===== src/bqf_pkg.sv =====
`timescale 1ns / 1ps
`default_nettype none

package bqf_pkg;

  localparam int unsigned COEF_WIDTH         = 32;
  localparam int unsigned DEF_SAMPLE_WIDTH   = 32;
  localparam int unsigned DEF_COEF_FRAC_BITS = 28;

  // coefficient sums of three taps need two guard bits
  localparam int unsigned MUL_W     = COEF_WIDTH + 2;
  localparam int unsigned CFG_IDX_W = 3;

  localparam logic [1:0] MODE_FILTER = 2'd0;
  localparam logic [1:0] MODE_PRESET = 2'd1;
  localparam logic [1:0] MODE_BIAS   = 2'd2;

  localparam logic [CFG_IDX_W-1:0] REG_B0 = 3'd0;
  localparam logic [CFG_IDX_W-1:0] REG_B1 = 3'd1;
  localparam logic [CFG_IDX_W-1:0] REG_B2 = 3'd2;
  localparam logic [CFG_IDX_W-1:0] REG_A0 = 3'd3;
  localparam logic [CFG_IDX_W-1:0] REG_A1 = 3'd4;
  localparam logic [CFG_IDX_W-1:0] REG_A2 = 3'd5;

  typedef enum logic [2:0] {
    ST_IDLE,
    ST_LOAD,
    ST_MUL,
    ST_DIV_PREP,
    ST_DIV,
    ST_DIV_FIN,
    ST_BIAS,
    ST_DONE
  } state_e;

  typedef enum logic [2:0] {
    TERM_B0,
    TERM_B1,
    TERM_B2,
    TERM_A1,
    TERM_A2
  } term_e;

endpackage

`default_nettype wire


===== src/biquad_iir_filter_with_bias_shift_unit.sv =====
`timescale 1ns / 1ps
`default_nettype none

// Direct-form-I biquad in fixed point (Q16.16 samples, Q4.28 coefficients), one request at a
// time, built on a bit-serial shift-and-add multiplier and a one-bit-per-cycle restoring
// divider. Once accepted, a filter request (mode 0) runs five products, then a restoring
// divide over the SAMPLE_WIDTH + 36 bit dividend, with prep, rounding and hand-off steps;
// a bias shift (mode 2) runs one product, one divide and a saturating update of the
// history; a preset (mode 1) or an unused mode goes straight to hand-off. A zero divisor
// skips the divide steps. The next request can be taken in the cycle after the result
// leaves the work registers; the output register holds it until the far side takes it.
// A coefficient write presets the whole history to the newest output.
module biquad_iir_filter_with_bias_shift_unit #(
  parameter int unsigned SAMPLE_WIDTH   = bqf_pkg::DEF_SAMPLE_WIDTH,
  parameter int unsigned COEF_FRAC_BITS = bqf_pkg::DEF_COEF_FRAC_BITS
) (
  input  wire logic                              clk_i,
  input  wire logic                              rst_ni,
  input  wire logic                              cfg_we_i,
  input  wire logic [bqf_pkg::CFG_IDX_W-1:0]     cfg_idx_i,
  input  wire logic [bqf_pkg::COEF_WIDTH-1:0]    cfg_data_i,
  input  wire logic                              in_valid_i,
  output logic                                   in_stall_o,
  input  wire logic [1:0]                        mode_i,
  input  wire logic signed [SAMPLE_WIDTH-1:0]    sample_value_i,
  output logic                                   out_valid_o,
  input  wire logic                              out_stall_i,
  output logic signed [SAMPLE_WIDTH-1:0]         filtered_value_o,
  output logic                                   saturated_o
);
  import bqf_pkg::*;

  localparam int unsigned SW    = SAMPLE_WIDTH;
  localparam int unsigned ACC_W = SW + 36;
  localparam int unsigned DEN_W = MUL_W;
  localparam int unsigned Q_W   = SW + 1;
  localparam int unsigned QR_W  = Q_W + 1;
  localparam int unsigned CNT_W = $clog2(ACC_W);

  localparam logic [CNT_W-1:0] MUL_LAST = CNT_W'(MUL_W - 1);
  localparam logic [CNT_W-1:0] DIV_LAST = CNT_W'(ACC_W - 1);

  localparam logic [COEF_WIDTH-1:0] COEF_ONE = {{(COEF_WIDTH-1){1'b0}}, 1'b1} << COEF_FRAC_BITS;

  localparam logic [SW-1:0]   SMAX    = {1'b0, {(SW-1){1'b1}}};
  localparam logic [SW-1:0]   SMIN    = {1'b1, {(SW-1){1'b0}}};
  localparam logic [QR_W-1:0] LIM_POS = {3'b000, {(SW-1){1'b1}}};
  localparam logic [QR_W-1:0] LIM_NEG = {3'b001, {(SW-1){1'b0}}};

  function automatic logic [SW:0] sat_add(input logic [SW-1:0] a, input logic [SW-1:0] b);
    logic [SW:0] s;
    s = {a[SW-1], a} + {b[SW-1], b};
    if (s[SW] != s[SW-1]) begin
      return {1'b1, (s[SW] ? SMIN : SMAX)};
    end
    return {1'b0, s[SW-1:0]};
  endfunction

  state_e state_q, state_d;
  term_e  term_q, term_d;
  logic [1:0]       mode_q, mode_d;
  logic [CNT_W-1:0] cnt_q, cnt_d;

  logic signed [COEF_WIDTH-1:0] b0_q, b0_d, b1_q, b1_d, b2_q, b2_d;
  logic signed [COEF_WIDTH-1:0] a0_q, a0_d, a1_q, a1_d, a2_q, a2_d;
  logic signed [SW-1:0] x0_q, x0_d, x1_q, x1_d, x2_q, x2_d;
  logic signed [SW-1:0] y0_q, y0_d, y1_q, y1_d, y2_q, y2_d;

  logic signed [SW-1:0]    samp_q, samp_d;
  logic signed [ACC_W-1:0] mcand_q, mcand_d;
  logic [MUL_W-1:0]        mplier_q, mplier_d;
  logic signed [ACC_W-1:0] acc_q, acc_d;
  logic [DEN_W-1:0]        den_q, den_d;
  logic [DEN_W-1:0]        rem_q, rem_d;
  logic [Q_W-1:0]          quo_q, quo_d;
  logic                    ovf_q, ovf_d;
  logic                    num_neg_q, num_neg_d;
  logic                    den_neg_q, den_neg_d;
  logic [SW-1:0]           bias_q, bias_d;
  logic                    flag_q, flag_d;

  logic          out_valid_q, out_valid_d;
  logic [SW-1:0] out_value_q, out_value_d;
  logic          out_sat_q, out_sat_d;

  logic             in_accept;
  logic             cfg_hit;
  logic [MUL_W-1:0] sum_b, sum_a, den_sel;
  logic [DEN_W:0]   rem_shift;
  logic             div_ge, rnd_up, res_neg;
  logic [QR_W-1:0]  quo_rnd, quo_lim;
  logic             sub_op, last_term;
  logic [SW-1:0]    quot_val;
  logic             quot_wr;
  logic [SW:0]      sa_x0, sa_x1, sa_x2, sa_y0, sa_y1, sa_y2;

  assign in_stall_o       = (state_q != ST_IDLE);
  assign in_accept        = in_valid_i && !in_stall_o;
  assign out_valid_o      = out_valid_q;
  assign filtered_value_o = out_value_q;
  assign saturated_o      = out_sat_q;

  assign sum_b = {{2{b0_q[COEF_WIDTH-1]}}, b0_q} + {{2{b1_q[COEF_WIDTH-1]}}, b1_q}
               + {{2{b2_q[COEF_WIDTH-1]}}, b2_q};
  assign sum_a = {{2{a0_q[COEF_WIDTH-1]}}, a0_q} + {{2{a1_q[COEF_WIDTH-1]}}, a1_q}
               + {{2{a2_q[COEF_WIDTH-1]}}, a2_q};
  assign den_sel = (mode_q == MODE_BIAS) ? sum_a : {{2{a0_q[COEF_WIDTH-1]}}, a0_q};

  // feedback taps enter the sum negated
  assign sub_op    = (mode_q == MODE_FILTER) && (term_q == TERM_A1 || term_q == TERM_A2);
  assign last_term = (mode_q != MODE_FILTER) || (term_q == TERM_A2);

  assign rem_shift = {rem_q, acc_q[ACC_W-1]};
  assign div_ge    = (rem_shift >= {1'b0, den_q});
  assign rnd_up    = ({rem_q, 1'b0} >= {1'b0, den_q});
  assign quo_rnd   = {1'b0, quo_q} + QR_W'(rnd_up);
  assign res_neg   = den_neg_q ^ num_neg_q;
  assign quo_lim   = res_neg ? LIM_NEG : LIM_POS;

  assign sa_x0 = sat_add(x0_q, samp_q);
  assign sa_x1 = sat_add(x1_q, samp_q);
  assign sa_x2 = sat_add(x2_q, samp_q);
  assign sa_y0 = sat_add(y0_q, bias_q);
  assign sa_y1 = sat_add(y1_q, bias_q);
  assign sa_y2 = sat_add(y2_q, bias_q);

  always_comb begin
    state_d     = state_q;
    term_d      = term_q;
    mode_d      = mode_q;
    cnt_d       = cnt_q;
    b0_d = b0_q; b1_d = b1_q; b2_d = b2_q;
    a0_d = a0_q; a1_d = a1_q; a2_d = a2_q;
    x0_d = x0_q; x1_d = x1_q; x2_d = x2_q;
    y0_d = y0_q; y1_d = y1_q; y2_d = y2_q;
    samp_d      = samp_q;
    mcand_d     = mcand_q;
    mplier_d    = mplier_q;
    acc_d       = acc_q;
    den_d       = den_q;
    rem_d       = rem_q;
    quo_d       = quo_q;
    ovf_d       = ovf_q;
    num_neg_d   = num_neg_q;
    den_neg_d   = den_neg_q;
    bias_d      = bias_q;
    flag_d      = flag_q;
    out_valid_d = out_valid_q;
    out_value_d = out_value_q;
    out_sat_d   = out_sat_q;
    quot_val    = '0;
    quot_wr     = 1'b0;
    cfg_hit     = 1'b0;

    if (out_valid_q && !out_stall_i) begin
      out_valid_d = 1'b0;
    end

    case (state_q)
      ST_IDLE: begin
        if (in_accept) begin
          mode_d = mode_i;
          samp_d = sample_value_i;
          flag_d = 1'b0;
          term_d = TERM_B0;
          acc_d  = '0;
          case (mode_i)
            MODE_FILTER: begin
              x2_d    = x1_q;
              x1_d    = x0_q;
              x0_d    = sample_value_i;
              y2_d    = y1_q;
              y1_d    = y0_q;
              state_d = ST_LOAD;
            end
            MODE_PRESET: begin
              x0_d = sample_value_i; x1_d = sample_value_i; x2_d = sample_value_i;
              y0_d = sample_value_i; y1_d = sample_value_i; y2_d = sample_value_i;
              state_d = ST_DONE;
            end
            MODE_BIAS: begin
              state_d = ST_LOAD;
            end
            default: begin
              state_d = ST_DONE;
            end
          endcase
        end
      end

      ST_LOAD: begin
        cnt_d = '0;
        if (mode_q == MODE_BIAS) begin
          mcand_d  = {{(ACC_W-SW){samp_q[SW-1]}}, samp_q};
          mplier_d = sum_b;
        end else begin
          case (term_q)
            TERM_B0: begin
              mcand_d  = {{(ACC_W-SW){x0_q[SW-1]}}, x0_q};
              mplier_d = {{2{b0_q[COEF_WIDTH-1]}}, b0_q};
            end
            TERM_B1: begin
              mcand_d  = {{(ACC_W-SW){x1_q[SW-1]}}, x1_q};
              mplier_d = {{2{b1_q[COEF_WIDTH-1]}}, b1_q};
            end
            TERM_B2: begin
              mcand_d  = {{(ACC_W-SW){x2_q[SW-1]}}, x2_q};
              mplier_d = {{2{b2_q[COEF_WIDTH-1]}}, b2_q};
            end
            TERM_A1: begin
              mcand_d  = {{(ACC_W-SW){y1_q[SW-1]}}, y1_q};
              mplier_d = {{2{a1_q[COEF_WIDTH-1]}}, a1_q};
            end
            default: begin
              mcand_d  = {{(ACC_W-SW){y2_q[SW-1]}}, y2_q};
              mplier_d = {{2{a2_q[COEF_WIDTH-1]}}, a2_q};
            end
          endcase
        end
        state_d = ST_MUL;
      end

      ST_MUL: begin
        // the multiplier's top bit carries negative weight
        if (mplier_q[0]) begin
          if (sub_op ^ (cnt_q == MUL_LAST)) begin
            acc_d = acc_q - mcand_q;
          end else begin
            acc_d = acc_q + mcand_q;
          end
        end
        mcand_d  = mcand_q << 1;
        mplier_d = mplier_q >> 1;
        cnt_d    = cnt_q + 1'b1;
        if (cnt_q == MUL_LAST) begin
          if (last_term) begin
            state_d = ST_DIV_PREP;
          end else begin
            state_d = ST_LOAD;
            case (term_q)
              TERM_B0: term_d = TERM_B1;
              TERM_B1: term_d = TERM_B2;
              TERM_B2: term_d = TERM_A1;
              default: term_d = TERM_A2;
            endcase
          end
        end
      end

      ST_DIV_PREP: begin
        num_neg_d = acc_q[ACC_W-1];
        acc_d     = acc_q[ACC_W-1] ? -acc_q : acc_q;
        den_neg_d = den_sel[MUL_W-1];
        den_d     = den_sel[MUL_W-1] ? -den_sel : den_sel;
        rem_d     = '0;
        quo_d     = '0;
        ovf_d     = 1'b0;
        cnt_d     = '0;
        if (den_sel == '0) begin
          flag_d  = 1'b1;
          quot_wr = 1'b1;
          if (acc_q == '0) begin
            quot_val = '0;
          end else begin
            quot_val = acc_q[ACC_W-1] ? SMIN : SMAX;
          end
        end else begin
          state_d = ST_DIV;
        end
      end

      ST_DIV: begin
        if (div_ge) begin
          rem_d = DEN_W'(rem_shift - {1'b0, den_q});
        end else begin
          rem_d = rem_shift[DEN_W-1:0];
        end
        acc_d = acc_q << 1;
        quo_d = {quo_q[Q_W-2:0], div_ge};
        // any quotient bit beyond Q_W forces saturation
        ovf_d = ovf_q | quo_q[Q_W-1];
        cnt_d = cnt_q + 1'b1;
        if (cnt_q == DIV_LAST) begin
          state_d = ST_DIV_FIN;
        end
      end

      ST_DIV_FIN: begin
        quot_wr = 1'b1;
        if (ovf_q || (quo_rnd > quo_lim)) begin
          flag_d   = 1'b1;
          quot_val = res_neg ? SMIN : SMAX;
        end else if (res_neg) begin
          quot_val = SW'(-quo_rnd);
        end else begin
          quot_val = quo_rnd[SW-1:0];
        end
      end

      ST_BIAS: begin
        x0_d = sa_x0[SW-1:0]; x1_d = sa_x1[SW-1:0]; x2_d = sa_x2[SW-1:0];
        y0_d = sa_y0[SW-1:0]; y1_d = sa_y1[SW-1:0]; y2_d = sa_y2[SW-1:0];
        flag_d = flag_q | sa_x0[SW] | sa_x1[SW] | sa_x2[SW]
               | sa_y0[SW] | sa_y1[SW] | sa_y2[SW];
        state_d = ST_DONE;
      end

      ST_DONE: begin
        // hold until the output register is free
        if (!out_valid_q || !out_stall_i) begin
          out_valid_d = 1'b1;
          out_value_d = y0_q;
          out_sat_d   = flag_q;
          state_d     = ST_IDLE;
        end
      end

      default: begin
        state_d = ST_IDLE;
      end
    endcase

    if (quot_wr) begin
      if (mode_q == MODE_FILTER) begin
        y0_d    = quot_val;
        state_d = ST_DONE;
      end else begin
        bias_d  = quot_val;
        state_d = ST_BIAS;
      end
    end

    if (cfg_we_i) begin
      cfg_hit = 1'b1;
      case (cfg_idx_i)
        REG_B0:  b0_d = cfg_data_i;
        REG_B1:  b1_d = cfg_data_i;
        REG_B2:  b2_d = cfg_data_i;
        REG_A0:  a0_d = cfg_data_i;
        REG_A1:  a1_d = cfg_data_i;
        REG_A2:  a2_d = cfg_data_i;
        default: cfg_hit = 1'b0;
      endcase
      if (cfg_hit) begin
        x0_d = y0_q; x1_d = y0_q; x2_d = y0_q;
        y1_d = y0_q; y2_d = y0_q;
      end
    end
  end

  always_ff @(posedge clk_i or negedge rst_ni) begin
    if (!rst_ni) begin
      state_q     <= ST_IDLE;
      term_q      <= TERM_B0;
      mode_q      <= MODE_FILTER;
      cnt_q       <= '0;
      b0_q        <= COEF_ONE;
      b1_q        <= '0;
      b2_q        <= '0;
      a0_q        <= COEF_ONE;
      a1_q        <= '0;
      a2_q        <= '0;
      x0_q        <= '0;
      x1_q        <= '0;
      x2_q        <= '0;
      y0_q        <= '0;
      y1_q        <= '0;
      y2_q        <= '0;
      flag_q      <= 1'b0;
      out_valid_q <= 1'b0;
    end else begin
      state_q     <= state_d;
      term_q      <= term_d;
      mode_q      <= mode_d;
      cnt_q       <= cnt_d;
      b0_q        <= b0_d;
      b1_q        <= b1_d;
      b2_q        <= b2_d;
      a0_q        <= a0_d;
      a1_q        <= a1_d;
      a2_q        <= a2_d;
      x0_q        <= x0_d;
      x1_q        <= x1_d;
      x2_q        <= x2_d;
      y0_q        <= y0_d;
      y1_q        <= y1_d;
      y2_q        <= y2_d;
      flag_q      <= flag_d;
      out_valid_q <= out_valid_d;
    end
  end

  always_ff @(posedge clk_i) begin
    samp_q      <= samp_d;
    mcand_q     <= mcand_d;
    mplier_q    <= mplier_d;
    acc_q       <= acc_d;
    den_q       <= den_d;
    rem_q       <= rem_d;
    quo_q       <= quo_d;
    ovf_q       <= ovf_d;
    num_neg_q   <= num_neg_d;
    den_neg_q   <= den_neg_d;
    bias_q      <= bias_d;
    out_value_q <= out_value_d;
    out_sat_q   <= out_sat_d;
  end

`ifndef ASSERT_OFF
  a_busy_after_accept: assert property (@(posedge clk_i) disable iff (!rst_ni)
    in_accept |=> in_stall_o)
    else $error("request accepted but block did not go busy");

  a_preset_loads_history: assert property (@(posedge clk_i) disable iff (!rst_ni)
    (in_accept && !cfg_we_i && mode_i == MODE_PRESET)
      |=> (y0_q == $past(sample_value_i)) && !flag_q)
    else $error("preset did not load output history");

  a_divisor_nonzero: assert property (@(posedge clk_i) disable iff (!rst_ni)
    (state_q == ST_DIV) |-> (den_q != '0))
    else $error("divide steps running on a zero divisor");

  a_result_from_done: assert property (@(posedge clk_i) disable iff (!rst_ni)
    $rose(out_valid_o) |-> ($past(state_q) == ST_DONE))
    else $error("result presented outside hand-off");
`endif

endmodule

`default_nettype wire


===== config.mk =====
export PLATFORM = sky130hd
export DESIGN_NAME = biquad_iir_filter_with_bias_shift_unit
export DESIGN_NICKNAME = d
export VERILOG_FILES = /design/src/bqf_pkg.sv /design/src/biquad_iir_filter_with_bias_shift_unit.sv
export SDC_FILE = /design/constraint.sdc
export NUM_CORES = 2
export LEC_CHECK = 0
export BUFFER_PORTS_ARGS = -buffer_cell sky130_fd_sc_hd__clkbuf_2
export CAP_MARGIN = 5
export CORE_ASPECT_RATIO = 0.9
export CORE_UTILIZATION = 42
export CTS_CLUSTER_DIAMETER = 150
export DETAILED_ROUTE_END_ITERATION = 8
export GPL_TIMING_DRIVEN = 1
export PLACE_DENSITY = 0.64
export SLEW_MARGIN = 20
export SYNTH_ARGS = -nofsm -noshare
export SYNTH_HDL_FRONTEND = slang
export SYNTH_SLANG_ARGS = --single-unit

===== constraint.sdc =====
create_clock -name clk_i -period 9 [get_ports clk_i]
set_input_delay 2.25 -clock clk_i [delete_from_list [all_inputs] [get_ports clk_i]]
set_output_delay 2.25 -clock clk_i [all_outputs]
set_load 0.03 [all_outputs]

==> flow_summary.json <==
{
  "r2r_start": "rem_q[3]",
  "insertion_delay_ns": 0.74,
  "crit_top_cell": "a21o_1",
  "die_h_um": 362.2,
  "area_delta_synth_final_pct": 9.894,
  "drv_cap": 0,
  "vdd_ir_drop_max_v": 0.0003808,
  "tightest_slew_ns": 1.307,
  "cts_root_buf": "clkbuf_16",
  "whs_ns": 0.5271,
  "die_x_um": 402.3,
  "ant_nets": 0,
  "dpl.hpwl_um": 141800,
  "synth_cell_types": 99,
  "crit_path_max_incr_delay_ns": 0.67,
  "core_area_um2": 142400,
  "avgRoutedWirePerCell_um": 23.71,
  "cts_num_sinks": 772,
  "grt_max_degree": 125,
  "first_pass_iters": 8,
  "finalSetupTns_ns": 0,
  "die_area_um2": 145700,
  "endpoint_kind": "flip-flop",
  "final_max_slew_viol_count": 0,
  "grt_usage_pct": 26.86,
  "hold_viol_final": 0,
  "drive_above_1_share_pct": 10.93,
  "worst_ep_required_time_ns": 9.42,
  "ios": 109,
  "antenna_found_initial": 20,
  "async_reset_ff_share_pct": 51.94,
  "synthTopCellsByCount": "o21ai_0 (557), nand2_1 (527), a21oi_1 (504)",
  "yosys.area.top_type": "edfxtp_1",
  "r2r_slack_ns": 1.26,
  "remaining_drc_errors": 0,
  "p_per_area_nw_per_um2": 459.1,
  "nNetsFinal": 7040,
  "numPortBuffers": 108,
  "final_area_um2": 66550,
  "gr-total-overflow": 0,
  "path_max_fanout": 66,
  "place_congestion": 0.9611,
  "post_cts_buffers": 0,
  "syn_inst": 6549,
  "yosysTopAreaCellShare_pct": 18.40,
  "cts.clk_slew.worst_paths_ns": 0.06,
  "post_cts_resized": 0,
  "via_count": 53826,
  "wl_um": 200300,
  "critPathLaunchType": "flip-flop",
  "cts_tree": "done",
  "hold_class": "flip-flop to flip-flop",
  "grt_setup_unrepaired": "no",
  "synth-edff-count": 371,
  "worstHoldEndpoint": "mplier_q[3]",
  "worstPathArrival_ns": 8.16,
  "synth_area_leaders": "edfxtp_1 (18%), dfrtp_1 (16%), ha_1 (8.2%)",
  "fin_crit_sh_pct": 85.96,
  "synth_seq_cells": 772,
  "synthFlopType": "dfrtp_1",
  "synth_fp_nets": 7093,
  "drtIter0Drc": 5610,
  "setup_viol": 0,
  "min_path_cells": 2,
  "r2r_end": "bias_q[3]",
  "yosysMostFrequentCell": "o21ai_0",
  "r2r_cells": 29,
  "seq_area_frac_synth_pct": 34.97,
  "htree_levels": 3,
  "viasPerCell": 6.372,
  "clockBufferDepth": 3,
  "fin_crit_ns": 7.737,
  "critPathSlowestCell": "nor4_1",
  "start_util_pct": 42.52,
  "placed_cell_area_um2": 63130,
  "grt_first_pass_wirelength_um": 308000,
  "worstSetupPathType": "flip-flop to flip-flop",
  "hold_buffers": 0,
  "clock_skew_ns": 0.03689,
  "maxSlewHeadroom_pct": 11.97,
  "max_freq_ghz": 0.1293,
  "numCtsBuffers": 94,
  "placed_cells": 8261,
  "post-route-util_pct": 46.72,
  "status": "complete, no violations",
  "placement_rows": 131,
  "synth.avg_cell_area_um2": 9.247,
  "grt_pass1_vias": 51503,
  "netlist_area_um2": 60560,
  "instances_no_fill": 8447,
  "yosysWarningCount": 0,
  "worstHoldStart": "mplier_q[4]",
  "p_leak_uw": 0.02689
}
==> layout by cell type, fill, tap and decap left out, types with 32 or more instances in the layout <==
cell	synthesis	layout
o21ai_0	557	553
nand2_1	527	523
a21oi_1	504	501
nor2_1	451	444
dfrtp_1	399	397
ha_1	396	396
edfxtp_1	371	371
xnor2_1	260	258
a21o_1	211	211
a22oi_1	206	205
mux2_2	201	201
xor2_1	175	173
a31oi_1	172	172
inv_1	173	171
nor3_1	149	143
nand3_1	140	140
clkbuf_2	0	107
clkbuf_16	0	100
mux2i_1	97	97
buf_4	2	86
nand4_1	74	74
fa_1	74	74
nand2b_1	62	61
and2_1	59	56
a211oi_1	56	54
o31ai_1	54	53
o21bai_1	54	53
o21a_1	52	52
nor2b_1	52	51
or3_1	48	47
and3_1	45	44
a41oi_1	41	41
a221oi_1	35	35
a222oi_1	32	32
==> sequential cells by signal (all words and copies together) (netlist names), 33 cells and up <==
| name | cells |
|---|---|
| mplier_q | 34 |
| mcand_q | 68 |
| acc_q | 68 |
| rem_q | 34 |
| quo_q | 33 |
| den_q | 34 |
==> worst max-delay path, delay by kind of cell, from the launching register on <==
kind | cells | cell delay [ns]
AND/OR/NAND/NOR | 7 | 1.83
XOR/XNOR | 1 | 0.39
flip-flops | 1 | 0.39
AO/OA/AOI/OAI | 17 | 3.67
adder cells (fa/ha/maj) | 3 | 0.92
buffers and inverters | 1 | 0.19
==> area by class of cell <==
cell class,instances,area [µm²]
diodes,8,20.02
clock buffers,125,2696
clock inverters,52,680.7
fillers,13386,75880
inverters,174,653.1
multi-input cells,5255,37690
flip-flops and latches,772,21180
well taps,1862,2330
repair buffers,199,1295
==> layer usage <==
layer	share of wire, %	global-route usage, %	routed length [µm]
met2	43	40.69	86430
met3	9.5	5.701	18990
met4	3.2	9.011	6461
met5	0.035	0	71
met1	44	37.85	88340
==> how the worst max path moves through the flow <==
stage                           from  depth (start not counted)         end
final                       rem_q[3]                         29   bias_q[3]
after detailed placement    rem_q[3]                         28  bias_q[15]
after global routing        rem_q[3]                         30   bias_q[4]
after global placement      rem_q[3]                         30  bias_q[30]
after floorplan           in_valid_i                          3    acc_q[0]
after CTS                   rem_q[3]                         27   bias_q[3]
==> stage by stage <==
| step | total power, µW | worst slack, ns |
|---|---|---|
| 2_1_floorplan | 20650 | 0.9479 |
| 3_5_place_dp | 25860 | 1.373 |
| 3_3_place_gp | 25560 | 1.489 |
| 6_report | 30560 | 1.263 |
| 5_1_grt | 32760 | 0.5331 |
| 4_1_cts | 30220 | 1.332 |
==> cell families (layout without fill, tap and decap cells) <==
group                      count (synthesis)  in the layout  share of synthesized area, %
adders and majority gates                470            470                         10.63
other                                      0              8                             0
muxes                                    327            327                         6.419
DFF                                      772            772                         34.97
and+or+nand+nor                         1746           1746                         13.74
xor gates and xnor gates                 435            435                         6.291
buffers and inverters                    522            550                         3.312
AOI/OAI and AO/OA                       2277           2277                         24.64
==> report_power, final <==
group	leakage, µW	internal (µW)	total [µW]	switching, µW
Combinational	0.0170	7310	18900	11600
Sequential	0.00822	5700	7460	1750
Clock	0.00164	2520	4210	1690
Note: power is estimated with default switching activity, not from simulation.
